**config.mk**
```make
export PLATFORM = sky130hd
export DESIGN_NAME = mecanum_mix_limit_ramp
export DESIGN_NICKNAME = d
export VERILOG_FILES = /design/src/sv/mml_pkg.sv /design/src/sv/mml_div.sv /design/src/sv/mecanum_mix_limit_ramp.sv
export SDC_FILE = /design/constraint.sdc
export NUM_CORES = 2
export LEC_CHECK = 0
export ABC_AREA = 0
export BUFFER_PORTS_ARGS = -buffer_cell sky130_fd_sc_hd__clkbuf_2
export CAP_MARGIN = 20
export CORE_MARGIN = 2
export CORE_UTILIZATION = 45
export CTS_CLUSTER_SIZE = 12
export DETAILED_ROUTE_END_ITERATION = 7
export PLACE_DENSITY_LB_ADDON = 0.2
export SETUP_SLACK_MARGIN = 0.3
export SLEW_MARGIN = 0
export SYNTH_ARGS = -nofsm -noshare
export SYNTH_HDL_FRONTEND = slang
export SYNTH_SLANG_ARGS = --single-unit
```
**constraint.sdc**
```tcl
create_clock -name clk_i -period 11.9 [get_ports clk_i]
set_input_delay 0.595 -clock clk_i [delete_from_list [all_inputs] [get_ports clk_i]]
set_output_delay 0.595 -clock clk_i [all_outputs]
set_load 0.01 [all_outputs]
```
**src/sv/mml_pkg.sv**
```systemverilog
// Package for the mecanum mixer with speed limiting and slew limiting.
// Holds the item structs, field widths, register indexes and the sequencer states.
// Depends on nothing; used by mml_div and mecanum_mix_limit_ramp.
package mml_pkg;

  localparam int unsigned NumWheels = 4;
  localparam int unsigned WheelIdxW = $clog2(NumWheels);

  localparam int unsigned SpdW  = 16;           // command and wheel speed width, Q.4
  localparam int unsigned CfgW  = 15;           // speed cap and slew step register width
  localparam int unsigned TgtW  = SpdW + 2;     // mixed target before limiting
  localparam int unsigned MagW  = TgtW - 1;     // magnitude of a mixed target
  localparam int unsigned ProdW = MagW + CfgW;  // magnitude times the speed cap
  localparam int unsigned QuoW  = CfgW;         // scaled magnitude never exceeds the speed cap
  localparam int unsigned CntW  = $clog2(QuoW + 1);

  localparam int unsigned CfgIdxW  = 8;
  localparam int unsigned CfgDataW = 16;

  localparam logic [CfgIdxW-1:0] CfgMaxSpeed = 8'd0;
  localparam logic [CfgIdxW-1:0] CfgRampStep = 8'd1;

  localparam logic [CfgW-1:0] MaxSpeedRst = 15'd16000;
  localparam logic [CfgW-1:0] RampStepRst = 15'd32;

  typedef struct packed {
    logic signed [SpdW-1:0] forward_cmd;
    logic signed [SpdW-1:0] lateral_cmd;
    logic signed [SpdW-1:0] rotation_cmd;
  } mml_in_t;

  typedef struct packed {
    logic signed [SpdW-1:0] left_front_out;
    logic signed [SpdW-1:0] right_front_out;
    logic signed [SpdW-1:0] left_back_out;
    logic signed [SpdW-1:0] right_back_out;
    logic                   was_limited;
  } mml_out_t;

  typedef enum logic [2:0] {
    S_IDLE,
    S_PEAK,
    S_MUL,
    S_DIV,
    S_RAMP,
    S_DONE
  } mml_state_e;

endpackage

```
**src/sv/mml_div.sv**
```systemverilog
// Restoring divider used to scale each wheel target under the speed limit.
// One quotient bit per cycle; the quotient is known to fit QuoW bits.
// Depends on mml_pkg.
module mml_div (
  input  logic                       clk_i,
  input  logic                       rst_ni,
  input  logic                       start_i,
  input  logic [mml_pkg::ProdW-1:0]  dividend_i,
  input  logic [mml_pkg::MagW-1:0]   divisor_i,
  output logic                       done_o,
  output logic [mml_pkg::QuoW-1:0]   quotient_o
);
  import mml_pkg::*;

  logic              busy_q, busy_d;
  logic              done_q, done_d;
  logic [CntW-1:0]   cnt_q, cnt_d;
  logic [MagW-1:0]   rem_q, rem_d;
  logic [QuoW-1:0]   low_q, low_d;
  logic [QuoW-1:0]   quo_q, quo_d;
  logic [MagW-1:0]   dsr_q, dsr_d;
  logic [MagW:0]     trial;

  // The partial remainder always stays below the divisor, so MagW+1 bits hold the trial.
  assign trial = {rem_q, low_q[QuoW-1]} - {1'b0, dsr_q};

  always_comb begin
    busy_d = busy_q;
    done_d = 1'b0;
    cnt_d  = cnt_q;
    rem_d  = rem_q;
    low_d  = low_q;
    quo_d  = quo_q;
    dsr_d  = dsr_q;
    if (start_i) begin
      busy_d = 1'b1;
      cnt_d  = CntW'(QuoW);
      rem_d  = dividend_i[ProdW-1:QuoW];
      low_d  = dividend_i[QuoW-1:0];
      dsr_d  = divisor_i;
    end else if (busy_q) begin
      if (trial[MagW]) begin
        rem_d = {rem_q[MagW-2:0], low_q[QuoW-1]};
        quo_d = {quo_q[QuoW-2:0], 1'b0};
      end else begin
        rem_d = trial[MagW-1:0];
        quo_d = {quo_q[QuoW-2:0], 1'b1};
      end
      low_d = {low_q[QuoW-2:0], 1'b0};
      cnt_d = cnt_q - 1'b1;
      if (cnt_q == CntW'(1)) begin
        busy_d = 1'b0;
        done_d = 1'b1;
      end
    end
  end

  always_ff @(posedge clk_i or negedge rst_ni) begin
    if (!rst_ni) begin
      busy_q <= 1'b0;
      done_q <= 1'b0;
      cnt_q  <= '0;
    end else begin
      busy_q <= busy_d;
      done_q <= done_d;
      cnt_q  <= cnt_d;
    end
  end

  always_ff @(posedge clk_i) begin
    rem_q <= rem_d;
    low_q <= low_d;
    quo_q <= quo_d;
    dsr_q <= dsr_d;
  end

  assign done_o     = done_q;
  assign quotient_o = quo_q;

`ifndef SYNTHESIS
  a_rem_below_divisor: assert property (@(posedge clk_i) disable iff (!rst_ni)
    busy_q |-> (rem_q < dsr_q))
    else $error("divider remainder reached the divisor");

  a_done_after_busy: assert property (@(posedge clk_i) disable iff (!rst_ni)
    done_q |-> ($past(busy_q) && !busy_q))
    else $error("divider finished without a run");

  a_start_when_free: assert property (@(posedge clk_i) disable iff (!rst_ni)
    start_i |-> !busy_q)
    else $error("divider started while busy");
`endif

endmodule

```
**src/sv/mecanum_mix_limit_ramp.sv**
```systemverilog
// Top level of the mecanum wheel mixer with proportional speed limiting and slew limiting.
// Holds the sequencer, the wheel state and the output register; instantiates mml_div.
// Depends on mml_pkg and mml_div.

// Each accepted item carries forward, lateral and rotation commands in signed Q.4. They
// are mixed into four wheel targets. If the largest target magnitude exceeds the speed cap
// (register 0), every target is scaled by the cap over that peak, multiplying first and
// truncating the quotient toward zero. Each wheel then moves from its previous output
// towards its target by at most the slew step (register 1), and the new outputs leave as
// one item together with a flag that tells whether limiting took place. The block works on
// one item at a time and drops in_ready_o until its work is finished; the result waits
// in an output register, so the next item can be accepted while it is still pending.
// The commands are mixed at the accepting edge; the peak search then takes one wheel per
// cycle and is followed by the slew step of each wheel. With limiting each wheel also
// passes through the shared restoring divider: it is loaded, produces the quotient bits
// one bit per cycle and hands the quotient back, and then the wheel takes its slew step.
// If the previous result is still waiting in the output register, the block holds its
// finished item until that is taken.
// The configuration port is always ready; registers should only be written while idle.
module mecanum_mix_limit_ramp (
  input  logic                          clk_i,
  input  logic                          rst_ni,
  input  logic                          in_valid_i,
  output logic                          in_ready_o,
  input  mml_pkg::mml_in_t              in_data_i,
  output logic                          out_valid_o,
  input  logic                          out_ready_i,
  output mml_pkg::mml_out_t             out_data_o,
  input  logic                          cfg_valid_i,
  output logic                          cfg_ready_o,
  input  logic [mml_pkg::CfgIdxW-1:0]   cfg_index_i,
  input  logic [mml_pkg::CfgDataW-1:0]  cfg_data_i
);
  import mml_pkg::*;

  mml_state_e state_q, state_d;

  logic [CfgW-1:0]        speed_cap_q;
  logic [CfgW-1:0]        slew_step_q;
  logic [TgtW-1:0]        tgt_q  [NumWheels];
  logic [SpdW-1:0]        last_q [NumWheels];
  logic [MagW-1:0]        peak_q;
  logic                   limited_q;
  logic [SpdW-1:0]        lim_q;
  logic [WheelIdxW-1:0]   idx_q;
  logic                   out_valid_q;
  mml_out_t               out_q;

  logic                   accept;
  logic                   out_load;
  logic                   div_start;
  logic                   div_done;
  logic [QuoW-1:0]        div_quo;
  logic [MagW-1:0]        cur_mag;
  logic [TgtW-1:0]        cur_tgt;
  logic [ProdW-1:0]       product;
  logic [SpdW-1:0]        ramp_tgt;
  logic [SpdW:0]          diff;
  logic [SpdW:0]          diff_mag;
  logic [SpdW:0]          stepped;
  logic [SpdW-1:0]        next_speed;
  logic                   over_limit;
  logic [TgtW-1:0]        f_ext, r_ext, c_ext;

  assign accept      = in_valid_i && in_ready_o;
  assign in_ready_o  = (state_q == S_IDLE);
  assign cfg_ready_o = 1'b1;

  // Output register is free when empty or being drained in this cycle.
  assign out_load = (state_q == S_DONE) && (!out_valid_q || out_ready_i);

  assign f_ext = {{2{in_data_i.forward_cmd[SpdW-1]}},  in_data_i.forward_cmd};
  assign r_ext = {{2{in_data_i.lateral_cmd[SpdW-1]}},  in_data_i.lateral_cmd};
  assign c_ext = {{2{in_data_i.rotation_cmd[SpdW-1]}}, in_data_i.rotation_cmd};

  assign cur_tgt = tgt_q[idx_q];
  always_comb begin
    if (cur_tgt[TgtW-1]) begin
      cur_mag = MagW'(-cur_tgt);
    end else begin
      cur_mag = cur_tgt[MagW-1:0];
    end
  end

  assign over_limit = (peak_q > {{(MagW-CfgW){1'b0}}, speed_cap_q});
  assign product    = ProdW'(cur_mag) * ProdW'(speed_cap_q);
  assign div_start  = (state_q == S_MUL);

  mml_div u_div (
    .clk_i      (clk_i),
    .rst_ni     (rst_ni),
    .start_i    (div_start),
    .dividend_i (product),
    .divisor_i  (peak_q),
    .done_o     (div_done),
    .quotient_o (div_quo)
  );

  // Slew step: unlimited targets are known to fit the speed width.
  assign ramp_tgt = limited_q ? lim_q : cur_tgt[SpdW-1:0];
  assign diff     = {ramp_tgt[SpdW-1], ramp_tgt} - {last_q[idx_q][SpdW-1], last_q[idx_q]};
  assign diff_mag = diff[SpdW] ? -diff : diff;

  always_comb begin
    if (diff[SpdW]) begin
      stepped = {last_q[idx_q][SpdW-1], last_q[idx_q]} - {2'b00, slew_step_q};
    end else begin
      stepped = {last_q[idx_q][SpdW-1], last_q[idx_q]} + {2'b00, slew_step_q};
    end
    if (diff_mag > {2'b00, slew_step_q}) begin
      next_speed = stepped[SpdW-1:0];
    end else begin
      next_speed = ramp_tgt;
    end
  end

  always_comb begin
    state_d = state_q;
    unique case (state_q)
      S_IDLE: begin
        if (accept) begin
          state_d = S_PEAK;
        end
      end
      S_PEAK: begin
        if (idx_q == WheelIdxW'(NumWheels - 1)) begin
          state_d = S_RAMP;
          if (peak_q > {{(MagW-CfgW){1'b0}}, speed_cap_q}
              || cur_mag > {{(MagW-CfgW){1'b0}}, speed_cap_q}) begin
            state_d = S_MUL;
          end
        end
      end
      S_MUL: begin
        state_d = S_DIV;
      end
      S_DIV: begin
        if (div_done) begin
          state_d = S_RAMP;
        end
      end
      S_RAMP: begin
        if (idx_q == WheelIdxW'(NumWheels - 1)) begin
          state_d = S_DONE;
        end else if (limited_q) begin
          state_d = S_MUL;
        end
      end
      S_DONE: begin
        if (out_load) begin
          state_d = S_IDLE;
        end
      end
      default: begin
        state_d = S_IDLE;
      end
    endcase
  end

  always_ff @(posedge clk_i or negedge rst_ni) begin
    if (!rst_ni) begin
      state_q <= S_IDLE;
    end else begin
      state_q <= state_d;
    end
  end

  always_ff @(posedge clk_i or negedge rst_ni) begin
    if (!rst_ni) begin
      speed_cap_q <= MaxSpeedRst;
      slew_step_q <= RampStepRst;
    end else if (cfg_valid_i && cfg_ready_o) begin
      unique case (cfg_index_i)
        CfgMaxSpeed: speed_cap_q <= cfg_data_i[CfgW-1:0];
        CfgRampStep: slew_step_q <= cfg_data_i[CfgW-1:0];
        default: begin
        end
      endcase
    end
  end

  // Sequencer datapath.
  always_ff @(posedge clk_i or negedge rst_ni) begin
    if (!rst_ni) begin
      idx_q     <= '0;
      limited_q <= 1'b0;
      peak_q    <= '0;
      for (int i = 0; i < NumWheels; i++) begin
        last_q[i] <= '0;
      end
    end else begin
      case (state_q)
        S_IDLE: begin
          if (accept) begin
            idx_q  <= '0;
            peak_q <= '0;
          end
        end
        S_PEAK: begin
          if (cur_mag > peak_q) begin
            peak_q <= cur_mag;
          end
          idx_q <= idx_q + 1'b1;
          if (idx_q == WheelIdxW'(NumWheels - 1)) begin
            limited_q <= over_limit || (cur_mag > {{(MagW-CfgW){1'b0}}, speed_cap_q});
          end
        end
        S_RAMP: begin
          last_q[idx_q] <= next_speed;
          idx_q         <= idx_q + 1'b1;
        end
        default: begin
        end
      endcase
    end
  end

  // Mixed targets and the scaled target need no reset.
  always_ff @(posedge clk_i) begin
    if (accept) begin
      tgt_q[0] <= -f_ext - r_ext - c_ext;
      tgt_q[1] <=  f_ext - r_ext - c_ext;
      tgt_q[2] <= -f_ext + r_ext - c_ext;
      tgt_q[3] <=  f_ext + r_ext - c_ext;
    end
    if ((state_q == S_DIV) && div_done) begin
      if (cur_tgt[TgtW-1]) begin
        lim_q <= -{1'b0, div_quo};
      end else begin
        lim_q <= {1'b0, div_quo};
      end
    end
  end

  always_ff @(posedge clk_i or negedge rst_ni) begin
    if (!rst_ni) begin
      out_valid_q <= 1'b0;
    end else if (out_load) begin
      out_valid_q <= 1'b1;
    end else if (out_ready_i) begin
      out_valid_q <= 1'b0;
    end
  end

  always_ff @(posedge clk_i) begin
    if (out_load) begin
      out_q.left_front_out  <= last_q[0];
      out_q.right_front_out <= last_q[1];
      out_q.left_back_out   <= last_q[2];
      out_q.right_back_out  <= last_q[3];
      out_q.was_limited     <= limited_q;
    end
  end

  assign out_valid_o = out_valid_q;
  assign out_data_o  = out_q;

`ifndef SYNTHESIS
  a_accept_starts_peak: assert property (@(posedge clk_i) disable iff (!rst_ni)
    accept |=> (state_q == S_PEAK) && (peak_q == '0) && (idx_q == '0))
    else $error("accepted item did not start the peak search");

  a_limited_means_over: assert property (@(posedge clk_i) disable iff (!rst_ni)
    ((state_q == S_MUL) || (state_q == S_DIV)) |-> limited_q && over_limit)
    else $error("divider used without the limit being exceeded");

  a_quotient_in_range: assert property (@(posedge clk_i) disable iff (!rst_ni)
    ((state_q == S_DIV) && div_done) |-> (div_quo <= speed_cap_q))
    else $error("scaled target exceeds the speed cap");

  a_no_overwrite: assert property (@(posedge clk_i) disable iff (!rst_ni)
    (out_valid_q && !out_ready_i && (state_q == S_DONE)) |=> (state_q == S_DONE))
    else $error("result loaded over a pending item");
`endif

endmodule
```
# After elaboration in Yosys (flattened, before gate mapping)
# Memory sizes are Yosys's and may differ from the RTL's.
# Cells that the tools add are included.
[word_totals]
elab_cells = 131
in_bits = 77
memories = 1
output_inout_bits = 68
ram_bits = 72
ff_bits = 269
[mem_list]
columns = ["memory", "depth", "width", "read_ports", "rd_ports_with_merged_regs", "wr", "line", "source"]
rows = [
  ["tgt_q", 4, 18, 1, 0, 4, "mecanum_mix_limit_ramp.sv:40", "logic [TgtW-1:0] tgt_q [NumWheels];"],
]
[op_classes]
n_mul = 1
addsub = 18
bitwise = 2
n_eq_ne = 14
muxes = 43
magnitude_cmp = 6
reduce_logical = 21
[ops]
columns = ["cell", "n"]
rows = [
  ["two-way mux 17 bit", 7],
  ["two-way mux 16 bit", 6],
  ["bitwise mux 64 bit", 1],
  ["subtractor 18 bit", 3],
  ["greater-than comparator 17 x 15 -> 1 bit", 3],
  ["two-way mux 15 bit", 3],
  ["subtractor 17 x 16 -> 18 bit", 2],
  ["negator 17 bit", 2],
  ["case mux 17 bit (2 select lines)", 1],
  ["subtractor 16 x 16 -> 17 bit", 2],
  ["binary-select mux 16 bit (select 2 bit)", 1],
  ["demux 16 bit (select 2 bit)", 1],
  ["multiplier 17 x 15 -> 32 bit", 1],
  ["two-way mux 3 bit", 7],
  ["adder 18 bit", 1],
  ["negator 18 bit", 1],
  ["case mux 3 bit (6 select lines)", 1],
  ["subtractor 18 x 17 -> 18 bit", 1],
  ["adder 16 x 16 -> 17 bit", 1],
  ["greater-than comparator 17 bit", 1],
  ["adder 16 bit", 1],
  ["negator 15 -> 16 bit", 1],
  ["subtractor 16 bit", 1],
  ["two-way mux 1 bit", 11],
  ["other kinds (28)", 45],
]

# Logic depth before layout (Yosys ltp)
[logic_depth]
depth_word = 10
mapped_depth = 37
mapped_depth_nobuf = 34

# Hierarchy
# Synthesis repeated with hierarchy kept, for this count alone.
[unflattened]
cells_unflattened = 3331
hier_area_um2 = 32611.3
[modules_own_cells]
columns = ["mod", "n_inst", "area_each_um2", "cells_per_inst", "seq_area_each_um2"]
rows = [
  ["mecanum_mix_limit_ramp", 1, 28872.7, 3005, 7495.9],
  ["mml_div", 1, 3738.6, 326, 2072.0],
]

# Least setup slack after synthesis
# No wires, ideal clock.
[synth_timing]
path_type = "register -> register"
from = "register idx_q[1]"
to = "register u_div.rem_q[16] (data pin)"
stages_incl_launch_ff = 36
setup_ns = 0.306
t_arrival_ns = 8.989
synth_period_minus_slack_ns = 9.295
setup_slack_ns = 2.605
cell_sequence = "dfrtp_1 clkbuf_1 nor2b_1 mux2i_1 clkbuf_1 ha_1 inv_1 or3_1 or3_1 or2_1 o21ai_0 xor2_1 inv_2 ha_1 inv_1 fa_1 fa_1 inv_1 fa_1 fa_1 fa_1 inv_1 fa_1 inv_1 ha_1 clkbuf_1 a2111oi_0 o21a_1 o21ai_0 nor3_1 a21oi_1 a21oi_1 o21ai_0 o31a_1 xnor2_1 a22oi_1"
[synth_between]
elab_chain_len = 5
[synth_lines]
columns = ["item", "line", "source"]
rows = [
  ["from (decl)", "mecanum_mix_limit_ramp.sv:45", "logic [WheelIdxW-1:0] idx_q;"],
  ["from (signal assigned)", "mecanum_mix_limit_ramp.sv:203", "idx_q <= idx_q + 1'b1;"],
  ["from (signal assigned)", "mecanum_mix_limit_ramp.sv:210", "idx_q <= idx_q + 1'b1;"],
  ["memory read (4 x 18 bit) *", "--", ""],
  ["negator 17 bit", "mecanum_mix_limit_ramp.sv:79", "cur_mag = MagW'(-cur_tgt);"],
  ["two-way mux 17 bit *", "mecanum_mix_limit_ramp.sv:78", "if (cur_tgt[TgtW-1]) begin"],
  ["multiplier 17 x 15 -> 32 bit *", "mecanum_mix_limit_ramp.sv:86", "assign product = ProdW'(cur_mag) * ProdW'(speed_cap_q);"],
  ["two-way mux 17 bit *", "mml_div.sv:35", "if (start_i) begin"],
  ["named net u_div.rem_d[16]", "mml_div.sv:18", "logic [MagW-1:0] rem_q, rem_d;"],
  ["to (signal assigned)", "mml_div.sv:71", "rem_q <= rem_d;"],
  ["to (decl)", "mml_div.sv:18", ""],
]
# Mark *: on every way through the listed nets, which the timed path passes. The rest lies on a longest branch.
# A chain may end at the register's enable or synchronous reset.

# Worst setup path after layout
[layout_timing]
from = "register idx_q[0]"
to = "register u_div.rem_q[16] (data pin)"
# Same word-level chain as after synthesis.

==> flow_metrics.tcl <==
set metrics [dict create \
    routed.top_layer "met5" \
    drt-total-wl_um 79000 \
    cts_resized 0 \
    cts_buffers 38 \
    final_common_cell "inv_1" \
    dr_wl_met3_um 5550 \
    synthFlopType "edfxtp_1" \
    slowest_stage "mux4_2" \
    initial_utilization_pct 45.3 \
    max_slew_margin_pct 28.9 \
    cts.sinks 339 \
    netlist_instances 3115 \
    hp-class "in -> async" \
    cp-start-kind "flip-flop" \
    drc 0 \
    clockBufferDepth 3 \
    die_height_um 267 \
    row_count 96 \
    worstMarginPinSlew_ps 1060 \
    cp-end-kind "flip-flop" \
    layout-drive-gt1-share_pct 10.4 \
    finalSetupViolCount 0 \
    grt_pass1_wl_um 126000 \
    drv_slew 0 \
    cts_max_level 2 \
    grt_max_degree 72 \
    yosysWarnings 0 \
    rsz0062_at_grt "no" \
    syn_avg_cell_area_um2 9.96 \
    grt_antenna_before_repair 11 \
    fin_setup_tns_ps 0 \
    status "complete, no violations" \
    wl_per_cell_um 18.9 \
    place_congestion 0.921 \
    via_per_inst 5.42 \
    utilization_pct 50.0 \
    clockRootBuffer "clkbuf_16" \
    synth-seq-cells 339 \
    clock.fmax_ghz 0.0954 \
    grt_pass1_vias 23400 \
    crit_arrival_ps 10790 \
    layout_common_cells "inv_1 (485), nand2_1 (307), ha_1 (302)" \
    synth-edff-count 215 \
    syn_area_um2 31000 \
    ys_types 86 \
    wl_met2_um 37100 \
    drt_iter0_markers 1622 \
    synthesis.nets 3755 \
    boundaryPins 145 \
    crit_path_max_fanout 20 \
    ant_nets 0 \
    num_vias 22700 \
    grt_remaining_overflow 0 \
    min_period_ps 10490 \
    cp.required_ps 12200 \
    fin_skew_ps 28.2 \
    cpPeakStageDelay_ps 660 \
    fp.coreArea_um2 68500 \
    dpl.hpwl_um 62000 \
    cts_tree "yes" \
    port_buffers 142 \
    yosys.area.top_type "edfxtp_1" \
    synth-async-reset-ratio_pct 36.6 \
    grt_usage_pct 22.7 \
    synth_top_cell_area_share_pct 20.8 \
    clk_latency_ps 580 \
    die_x_um 267 \
    drv_cap 0 \
    die_area_um2 71000 \
    area_growth_pct 10.3 \
    nNetsFinal 3905 \
    ys_seq_area_share_pct 30.8 \
    hold_viol 0 \
    synthTopCellsByArea "edfxtp_1 (21%), fa_1 (17%), ha_1 (12%)" \
    drt-met1-wl_um 34300 \
    crit_top_cell "fa_1" \
    fin_crit_sh_pct 88.1 \
    drt-pass1-iter-count 6 \
    crit_type "reg -> reg" \
    post_cts_buffers 0 \
    clk_pin_slew_ps 60 \
    hold_buffers 0 \
]
==> flip-flops by register name, indices dropped and copies added, names as in the netlist <==
register / count
idx_q: 2
out_data_o: 65
speed_cap_q: 15
u_div.quotient_o: 15
out_valid_o: 1
u_div.cnt_q: 4
state_q: 3
tgt_q: 70
u_div.busy_q: 1
u_div.rem_q: 17
u_div.done_o: 1
lim_q: 16
limited_q: 1
u_div.dsr_q: 17
u_div.low_q: 15
peak_q: 17
slew_step_q: 15
last_q: 64
==> final timing paths <==
| path | slack [ps] | start | cells past startpoint | endpoint |
|---|---|---|---|---|
| worst max register to register | 1410 | idx_q[0] | 33 | u_div.rem_q[16] |
| max in group asynchronous | 10300 | rst_ni | 2 | last_q[5] |
| min in group clk_i | 250 | cfg_data_i[8] | 3 | speed_cap_q[8] |
| worst max-delay path | 1410 | idx_q[0] | 33 | u_div.rem_q[16] |
| worst min register to register | 470 | last_q[39] | 0 | out_data_o[40] |
| worst min-delay path | 80 | rst_ni | 1 | last_q[25] |
==> cell families after synthesis <==
group / count (synthesis) / share of synthesized area [%]
AOI/OAI and AO/OA: 509 / 10.4
xor gates and xnor gates: 189 / 5.36
adders and majority gates: 563 / 29.0
buffers and inverters: 572 / 7.00
DFF: 339 / 30.8
muxes: 116 / 5.17
other: 1 / 0.0121
and+or+nand+nor: 826 / 12.2
==> synthesized netlist by cell type, drive strengths merged (6+ instances only) <==
| library cell | count |
|---|---|
| nand2b | 18 |
| clkbuf | 64 |
| a21oi | 109 |
| o31ai | 19 |
| nor4 | 13 |
| a211oi | 13 |
| or3 | 18 |
| nand4 | 19 |
| clkinv | 9 |
| o21a | 24 |
| inv | 488 |
| o21ai | 183 |
| buf | 11 |
| nor2b | 29 |
| nand4b | 6 |
| a21o | 33 |
| or2 | 8 |
| a31oi | 11 |
| xor2 | 53 |
| a21boi | 12 |
| dfstp | 7 |
| fa | 261 |
| nor2 | 232 |
| and3 | 11 |
| xnor2 | 136 |
| o211ai | 10 |
| dfrtp | 117 |
| and2 | 69 |
| a2111oi | 6 |
| mux2i | 51 |
| mux2 | 33 |
| a211o | 9 |
| o41ai | 8 |
| nand3 | 43 |
| o21bai | 13 |
| mux4 | 32 |
| nand2 | 307 |
| ha | 302 |
| edfxtp | 215 |
| nor3 | 36 |
==> critical path, delay by kind of cell, from the launching register on <==
family / cells / cell delay (ps)
buffers and inverters: 7 / 1290
adder cells (fa/ha/maj): 8 / 3550
AND/OR/NAND/NOR: 8 / 1980
multiplexers: 1 / 660
flip-flops: 1 / 340
AO/OA/AOI/OAI: 7 / 1670
XOR/XNOR: 2 / 730
==> layer usage <==
metal / GRT usage [%] / up-vias
met5: 0.208 / -
met4: 6.45 / 12
met3: 4.91 / 118
met2: 37.4 / 627
met1: 30.0 / 11100
li1: - / 10800
==> area by class of cell <==
type | instances | area [um^2]
Inverter | 497 | 1870
Tap cell | 882 | 1100
Antenna cell | 5 | 12.5
Fill cell | 6291 | 34200
Sequential cell | 339 | 9570
Clock inverter | 15 | 194
Clock buffer | 52 | 1020
Multi-Input combinational cell | 2204 | 19300
Timing Repair Buffer | 185 | 1150
==> per-stage QoR <==
stage | cells | hold WS (ps) | setup WS (ps) | area (um^2)
4_1_cts | 4170 | 71.9 | 1470 | 34100
3_3_place_gp | 4099 | 454 | 1710 | 32800
5_1_grt | 4175 | 116 | 897 | 34200
2_1_floorplan | 3115 | 299 | 2600 | 31000
3_5_place_dp | 4103 | 452 | 1530 | 32900
6_report | 4179 | 76.3 | 1410 | 34200
Power is not shown: default switching activity piles up to over one toggle a cycle in this logic, so the estimate is an artifact.
